File: src/design/lfb_pkg.sv
// ----------------------------------------------------------------------------
// LCD framebuffer refresh sequencer package
// Shared constants, codes and the controller/datapath interface types.
// ----------------------------------------------------------------------------
`timescale 1ns / 1ps

package lfb_pkg;

  // Display geometry and framebuffer size.
  localparam int COLUMNS      = 128;
  localparam int HALF_COLUMNS = 64;
  localparam int BUFFER_BYTES = 1024;

  localparam int ADDR_W     = $clog2(BUFFER_BYTES);
  localparam int ADDR_SUM_W = ADDR_W + 1;
  localparam int SCAN_COL_W = $clog2(HALF_COLUMNS + 1);
  localparam int PAGE_W     = 3;
  localparam int CURSOR_W   = 16;

  localparam logic [PAGE_W-1:0] LAST_PAGE = 3'd7;
  localparam logic [7:0]        PAGE_CMD  = 8'hB8;
  localparam logic [7:0]        COL0_CMD  = 8'h40;

  // Chip select codes.
  localparam logic [1:0] CS_LEFT  = 2'd1;
  localparam logic [1:0] CS_RIGHT = 2'd2;
  localparam logic [1:0] CS_BOTH  = 2'd3;

  typedef enum logic [2:0] {
    OP_WRITE      = 3'd0,
    OP_SET_CURSOR = 3'd1,
    OP_CLEAR      = 3'd2,
    OP_START      = 3'd3,
    OP_TICK       = 3'd4
  } opcode_t;

  typedef enum logic [2:0] {
    S_IDLE,
    S_CLEAR,
    S_PAGE,
    S_COL0,
    S_READ_L,
    S_EMIT_L,
    S_READ_R,
    S_EMIT_R
  } state_t;

  typedef enum logic [1:0] {
    EMIT_PAGE,
    EMIT_COL0,
    EMIT_LEFT,
    EMIT_RIGHT
  } emit_sel_t;

  typedef struct packed {
    logic      take;      // input request accepted this cycle
    logic      clear_we;  // write one zero of the clearing sweep
    logic      rd_left;
    logic      rd_right;
    logic      emit;
    emit_sel_t emit_sel;
    logic      col_step;
  } cmd_t;

  typedef struct packed {
    logic out_free;
    logic refresh_active;
    logic col_zero;
    logic col_in_range;
    logic clear_last;
  } status_t;

endpackage

File: src/design/lfb_ctrl.sv
// ----------------------------------------------------------------------------
// Refresh sequencer controller
// Sequences request intake, the clearing sweep and the bus bytes of a tick.
// ----------------------------------------------------------------------------
`timescale 1ns / 1ps

module lfb_ctrl (
  input  logic             clk,
  input  logic             rst,
  input  logic             s_tvalid,
  input  logic [2:0]       opcode,
  input  lfb_pkg::status_t status,
  output logic             s_tready,
  output lfb_pkg::cmd_t    cmd
);

  lfb_pkg::state_t state;
  lfb_pkg::state_t state_next;

  // Reset starts with a sweep that zeroes the store.
  always_ff @(posedge clk) begin
    if (rst) begin
      state <= lfb_pkg::S_CLEAR;
    end else begin
      state <= state_next;
    end
  end

  always_comb begin
    state_next = state;
    case (state)
      lfb_pkg::S_IDLE: begin
        if (s_tvalid) begin
          if (opcode == lfb_pkg::OP_CLEAR) begin
            state_next = lfb_pkg::S_CLEAR;
          end else if ((opcode == lfb_pkg::OP_TICK) && status.refresh_active &&
                       status.col_in_range) begin
            state_next = status.col_zero ? lfb_pkg::S_PAGE : lfb_pkg::S_READ_L;
          end
        end
      end
      lfb_pkg::S_CLEAR: begin
        if (status.clear_last) begin
          state_next = lfb_pkg::S_IDLE;
        end
      end
      lfb_pkg::S_PAGE: begin
        if (status.out_free) begin
          state_next = lfb_pkg::S_COL0;
        end
      end
      lfb_pkg::S_COL0: begin
        if (status.out_free) begin
          state_next = lfb_pkg::S_READ_L;
        end
      end
      lfb_pkg::S_READ_L: begin
        state_next = lfb_pkg::S_EMIT_L;
      end
      lfb_pkg::S_EMIT_L: begin
        if (status.out_free) begin
          state_next = lfb_pkg::S_READ_R;
        end
      end
      lfb_pkg::S_READ_R: begin
        state_next = lfb_pkg::S_EMIT_R;
      end
      lfb_pkg::S_EMIT_R: begin
        if (status.out_free) begin
          state_next = lfb_pkg::S_IDLE;
        end
      end
      default: begin
        state_next = lfb_pkg::S_IDLE;
      end
    endcase
  end

  always_comb begin
    s_tready     = 1'b0;
    cmd.take     = 1'b0;
    cmd.clear_we = 1'b0;
    cmd.rd_left  = 1'b0;
    cmd.rd_right = 1'b0;
    cmd.emit     = 1'b0;
    cmd.emit_sel = lfb_pkg::EMIT_PAGE;
    cmd.col_step = 1'b0;
    case (state)
      lfb_pkg::S_IDLE: begin
        s_tready = 1'b1;
        cmd.take = s_tvalid;
      end
      lfb_pkg::S_CLEAR: begin
        cmd.clear_we = 1'b1;
      end
      lfb_pkg::S_PAGE: begin
        cmd.emit     = status.out_free;
        cmd.emit_sel = lfb_pkg::EMIT_PAGE;
      end
      lfb_pkg::S_COL0: begin
        cmd.emit     = status.out_free;
        cmd.emit_sel = lfb_pkg::EMIT_COL0;
      end
      lfb_pkg::S_READ_L: begin
        cmd.rd_left = 1'b1;
      end
      lfb_pkg::S_EMIT_L: begin
        cmd.emit     = status.out_free;
        cmd.emit_sel = lfb_pkg::EMIT_LEFT;
      end
      lfb_pkg::S_READ_R: begin
        cmd.rd_right = 1'b1;
      end
      lfb_pkg::S_EMIT_R: begin
        cmd.emit     = status.out_free;
        cmd.emit_sel = lfb_pkg::EMIT_RIGHT;
        cmd.col_step = status.out_free;
      end
      default: begin
      end
    endcase
  end

endmodule

File: config.mk
export PLATFORM = sky130hd
export DESIGN_NAME = lfb_ctrl
export DESIGN_NICKNAME = d
export VERILOG_FILES = /design/src/design/lfb_pkg.sv /design/src/design/lfb_ctrl.sv
export SDC_FILE = /design/constraint.sdc
export NUM_CORES = 1
export LEC_CHECK = 0
export ABC_AREA = 1
export BUFFER_PORTS_ARGS = -buffer_cell sky130_fd_sc_hd__buf_2
export CAP_MARGIN = 40
export CORE_AREA = 2 2 39 41
export CTS_CLUSTER_DIAMETER = 60
export DETAILED_ROUTE_END_ITERATION = 7
export DIE_AREA = 0 0 41 43
export HOLD_SLACK_MARGIN = 0.12
export PLACE_DENSITY = 0.64
export RECOVER_POWER = 25
export SYNTH_ARGS = -nofsm -noshare
export SYNTH_HDL_FRONTEND = slang
export SYNTH_SLANG_ARGS = --single-unit
File: constraint.sdc
create_clock -name clk -period 1.55 [get_ports clk]
set_clock_uncertainty 0.05 [all_clocks]
set_input_delay 0.2325 -clock clk [delete_from_list [all_inputs] [get_ports clk]]
set_output_delay 0.2325 -clock clk [all_outputs]
set_load 0.005 [all_outputs]
-- After elaboration in Yosys (flattened, before gate mapping)
Cells that the tools add are included.
- add/subtract/negate cells: 0
- $mul: 0
- div/mod/pow operators: 0
- $lt $le $gt $ge: 0
- equal/unequal tests: 16
- shifts and indexed selects: 0
- mux-type cells: 17
- bitwise logic cells: 0
- reduce and logical (&&, ||, !) cells: 4
- operator list (kind ; number):
    2-to-1 mux 3 bit ; 9
    case mux 3 bit (8 select lines) ; 1
    == test 3 bit, second input constant ; 5
    != test 2 bit, second input constant ; 6
    case mux 3 bit (4 select lines) ; 1
    == test 3 x 2 -> 1 bit, second input constant ; 3
    AND reduction 7 bit ; 1
    2-to-1 mux 1 bit ; 6
    == test 3 x 1 -> 1 bit, second input constant ; 1
    zero test 3 bit ; 1
    != test 3 bit, second input constant ; 1
    logical AND 1 bit ; 2
- register bits after elaboration: 3
- bits in latches: 0
- RAM bits: 0
- memory bits (read-only): 0
- input port bits: 11
- output and inout port bits: 9
- word-level logic and storage cells: 38
- memories kept: 0

-- Longest topological paths before layout
- depth in word-level cells: 7
- gate-level depth with buffers: 9
- depth with buffers taken out: 9

-- Least setup slack after synthesis
Ideal clock, no wire load.
- kind: register -> register
- from: register state[2]
- to: register state[2]
- setup time: 0.114 ns
- arrival time: 0.966 ns
- required time: 1.386 ns
- setup slack: 0.420 ns
- stages on the path, launching flop included: 9
- buffers on the path: 0
- period minus slack after synthesis: 1.130 ns
- cells stage by stage: dfxtp_1 nor2_4 nand2_4 inv_2 nand2_2 nor2_2 nor2_2 nor2_1 nor2_2
- cells in the longest elaborated chain, start to end: 3
- elaborated cells between the ends (all ways): 17
- classes of those cells: eq/ne: 14; mux: 1; reduce/logical: 2
- ends and longest elaborated chain (what ; line ; text):
    start: declaration ; lfb_ctrl.sv:17 ; lfb_pkg::state_t state;
    start signal: assignment ; lfb_ctrl.sv:23 ; state <= lfb_pkg::S_CLEAR;
    start signal: assignment ; lfb_ctrl.sv:25 ; state <= state_next;
    == test 3 x 2 -> 1 bit (tied with other cells) ; lfb_ctrl.sv:31 ; case (state)
    != test 2 bit (no line) / != test 3 bit (equally long branches) ; - ;
    AND reduction 7 bit (no line) ; - ;
Several ways; a longest one is shown, not always the timed one.
A chain may end at the register's enable or synchronous reset.

==> results list <==
- The detail route stage leaves a number of antenna-violating nets equal to 0.
* Area of the core: 1380 um^2
- Share of post-route cells with drive strength above 1: 37.5%
- The sequential cells in the finished layout cover a total of roughly 60 um^2.
* DPL Wire Length: 693 um
- Total placed instance area: 467 um^2
- Multi-input gate area: ~230 um^2
- Overflow left after global routing: 0
* Proportion of netlist area held by the largest area contributor: between 10% and 20%
* Endpoint required time on the critical path: 1.27 ns
* Count of instances resized after the clock tree is built: 0
- The routed design could run at a clock period as short as 1.40 ns.
- In the routed design, unresolved DRC markers number 0.
- After routing, the total negative slack on setup checks comes to 0 ns.
* Aggregate routed wire length: 813 um
- Area contributors post-synth: sky130_fd_sc_hd__dfxtp_1, sky130_fd_sc_hd__nand2_1, sky130_fd_sc_hd__nor2_1
- Biggest register: state
- The run finished with clean final reports.
- After clock tree synthesis, the flow added hold-fix buffers numbering 0.
- The die is 41 um wide.
- Post-Synthesis Mean Instance Area: 5.41 um^2
* Most frequent standard cell in the layout excluding fill and tap cells: sky130_fd_sc_hd__buf_2
- Clock transition at the registers of the reported paths: around 0.040 ns
- In this run the critical register-to-register path is launched from state[0]$_SDFFE_PP1P_.
- Number of I/O pins: 20
* CP Max Fanout: 5
- Clock Tree Buf Depth: 2
- Fraction of the cycle the final worst path needs: 90.4%
- Longest individual stage delay on the worst path: 0.43 ns
- The signal on the critical path passes through inv_1, nor3_1, buf_2.
- CTS Root Buffer Type: sky130_fd_sc_hd__clkbuf_4
* Initial antenna violation count: 0
- P per Cell Area: 1580 nW/um^2
- Max-Cap Viols: 0
- First-pass GRT wire length: 1290 um
* Final weighted congestion in routability-driven placement: 0.746
- Buf/Inv on CP: 2
- The analysis attributes to cell leakage a power of 0.314 nW.
* Via count of the first global-routing pass: 390
* Type of element capturing the critical path: output pin
- Clk Latency, worst-skew pair: 0.23 ns
- Count of port buffers added during placement: 19
* Count of filler cells inserted in the layout: 172
* Reg2reg setup slack: 0.30 ns
- TritonCTS built the clock tree.
* Biggest regs: state: 3 flops
* Number of violations reported at the end of detailed-routing iteration 0: 4
* Slew @ Worst Pin: 0.227 ns
- Setup repair after global routing left no endpoint under its margin.
- Hold path start: rst
- Register-to-Register Path Depth: 8
- The min-delay analysis places its worst path in the category primary input to register.
- For this run, the top clock speed supported by timing is 714 MHz.
* Total count of hold-check failures in the final report: 0
* Worst path top cell family by delay: flip-flops
* Hold Path Sink: state[0]$_SDFFE_PP1P_
- The number of antenna diodes in the final layout is 0.
- For this run, the register share of the synthesized area comes to ~17%.
- DR WL/cell: 7.82 um
* Distinct cells, synth: 16
- Setup violations remaining at the end of the flow were counted as 0.
- Clock tree synthesis found a total of 3 sinks.
- Die ar.: approximately 1800 um^2
- Post-layout worst setup margin: between 0.1 and 0.15 ns
- Cells after synthesis: 65
- Number of flip-flops and latches in the synthesized netlist: 3
- The finished cells cover 485 um^2.
- Cells fill 35.1% of the core in the end.
* Crit Path Category: register to output pin
* Cell count of the worst hold path: 3
- In this run the vertical extent of the chip is 43 um.
* Mapped Nets: 76
- Category of the worst setup path launch point: register
- Across all hold checks on the routed design, the worst slack comes to 0.154 ns.
- Flip-flop count of the largest register after layout: 3
* Worst supply voltage drop on vdd: 0.468 mV
* Arrival time at the worst endpoint: 1.12 ns
- The number of slew-limit violations in the final report came to 0.
- The library cells used most frequently in the layout, excluding fill and tap cells, are sky130_fd_sc_hd__buf_2, sky130_fd_sc_hd__nand2_1, sky130_fd_sc_hd__nor2_1.
- The area growth from synthesis to layout is 38.1%.
* Pin count of the biggest net entering global routing: 7
* Setup Fix Bufs, Post-CTS: 0
- The first TritonRoute pass finished after 2 iterations.
* DR vias: 420
* Endpoint of the worst-slack reg-to-reg timing path: state[2]$_SDFFE_PP0P_
- Synthesized area: ~350 um^2
- Net total in the final layout: 100
* Worst slew margin relative to its limit: between 80 and 90%
* Slowest library cell on the worst path: sky130_fd_sc_hd__dfxtp_1
* Worst slack, placed: 0.347 ns
- Global routing used a little over a tenth of the available tracks across all layers.
* Post-detailed-route via-to-cell ratio: about 4.0
* Count of yosys warnings during synthesis: 0
- H-tree level count: 1
- The number of clock buffers added by TritonCTS is 3.
- Site Rows: 14
- Dominant cell type by area after synthesis: sky130_fd_sc_hd__dfxtp_1
* Initial core utilization: 25.4%
==> per-layer routing <==
metal,vias up,global-route usage [%],share of wire [%]
met5,-,0,0
met2,8,17.8,51
met4,0,10.0,0
li1,245,-,-
met1,167,10.9,44
met3,0,1.57,5.4
==> kinds of logic (layout without fill, tap and decap cells) <==
| group | Yosys count | count (layout) | share of synthesized area [%] |
|---|---|---|---|
| AOI/OAI and AO/OA | 4 | 4 | 6.76 |
| xor gates and xnor gates | 1 | 1 | 2.49 |
| buffers and inverters | 14 | 37 | 14.9 |
| DFF | 3 | 3 | 17.1 |
| and+or+nand+nor | 43 | 43 | 58.7 |
==> worst max-delay path by stage <==
| stage | from | end | slack (ns) | cells past startpoint |
|---|---|---|---|---|
| after floorplan | state[2]$_SDFFE_PP0P_ | state[2]$_SDFFE_PP0P_ | 0.42 | 8 |
| after global placement | state[2]$_SDFFE_PP0P_ | state[2]$_SDFFE_PP0P_ | 0.32 | 8 |
| after detailed placement | state[0]$_SDFFE_PP1P_ | state[2]$_SDFFE_PP0P_ | 0.35 | 8 |
| after CTS | state[2]$_SDFFE_PP0P_ | cmd[0] | 0.13 | 3 |
| after global routing | state[1]$_SDFFE_PP0P_ | cmd[0] | 0.07 | 3 |
| final | state[2]$_SDFFE_PP0P_ | cmd[0] | 0.15 | 3 |
==> stage by stage <==
step | total power (W) | std cells
6_report | 0.000765 | 104
3_5_place_dp | 0.000644 | 100
4_1_cts | 0.000791 | 104
2_1_floorplan | 0.000516 | 65
3_3_place_gp | 0.000649 | 100
5_1_grt | 0.000849 | 104
==> layout make-up <==
class                      count  share of cell area [%]
clock buffer                   4                    5.41
inverter                      14                    10.8
multi-input combinational     48                    47.7
sequential                     3                    12.4
tap                           16                    4.12
timing repair buffer          19                    19.6
==> worst register-to-register path, cell delays in order, from the launching register on <==
cell and delay [ns]:
sky130_fd_sc_hd__dfxtp_1 0.35, sky130_fd_sc_hd__inv_2 0.12, sky130_fd_sc_hd__nand2_2 0.08, sky130_fd_sc_hd__nand3_1 0.12, sky130_fd_sc_hd__nand3_1 0.10, sky130_fd_sc_hd__nor2_2 0.15, sky130_fd_sc_hd__nand2_1 0.07, sky130_fd_sc_hd__nand2_1 0.07
sky130_fd_sc_hd__nor2_2 0.03
==> power breakdown <==
group	switching [W]	internal (W)
Clock	0.0000390	0.0000964
Sequential	0.0000484	0.000107
Combinational	0.000281	0.000192
==> synth_stat cells <==
| cell | number |
|---|---|
| sky130_fd_sc_hd__nor3_1 | 1 |
| sky130_fd_sc_hd__nand2_1 | 15 |
| sky130_fd_sc_hd__nor2_1 | 13 |
| sky130_fd_sc_hd__nand2_4 | 1 |
| sky130_fd_sc_hd__xor2_1 | 1 |
| sky130_fd_sc_hd__nand3_2 | 1 |
| sky130_fd_sc_hd__nand3_1 | 4 |
| sky130_fd_sc_hd__nor2_4 | 1 |
| sky130_fd_sc_hd__o21ai_0 | 1 |
| sky130_fd_sc_hd__inv_2 | 2 |
| sky130_fd_sc_hd__a21oi_2 | 1 |
| sky130_fd_sc_hd__a21oi_1 | 2 |
| sky130_fd_sc_hd__nand2_2 | 4 |
| sky130_fd_sc_hd__inv_1 | 12 |
| sky130_fd_sc_hd__nor2_2 | 3 |
| sky130_fd_sc_hd__dfxtp_1 | 3 |
No activity file was read; power rests on OpenSTA's default activity.
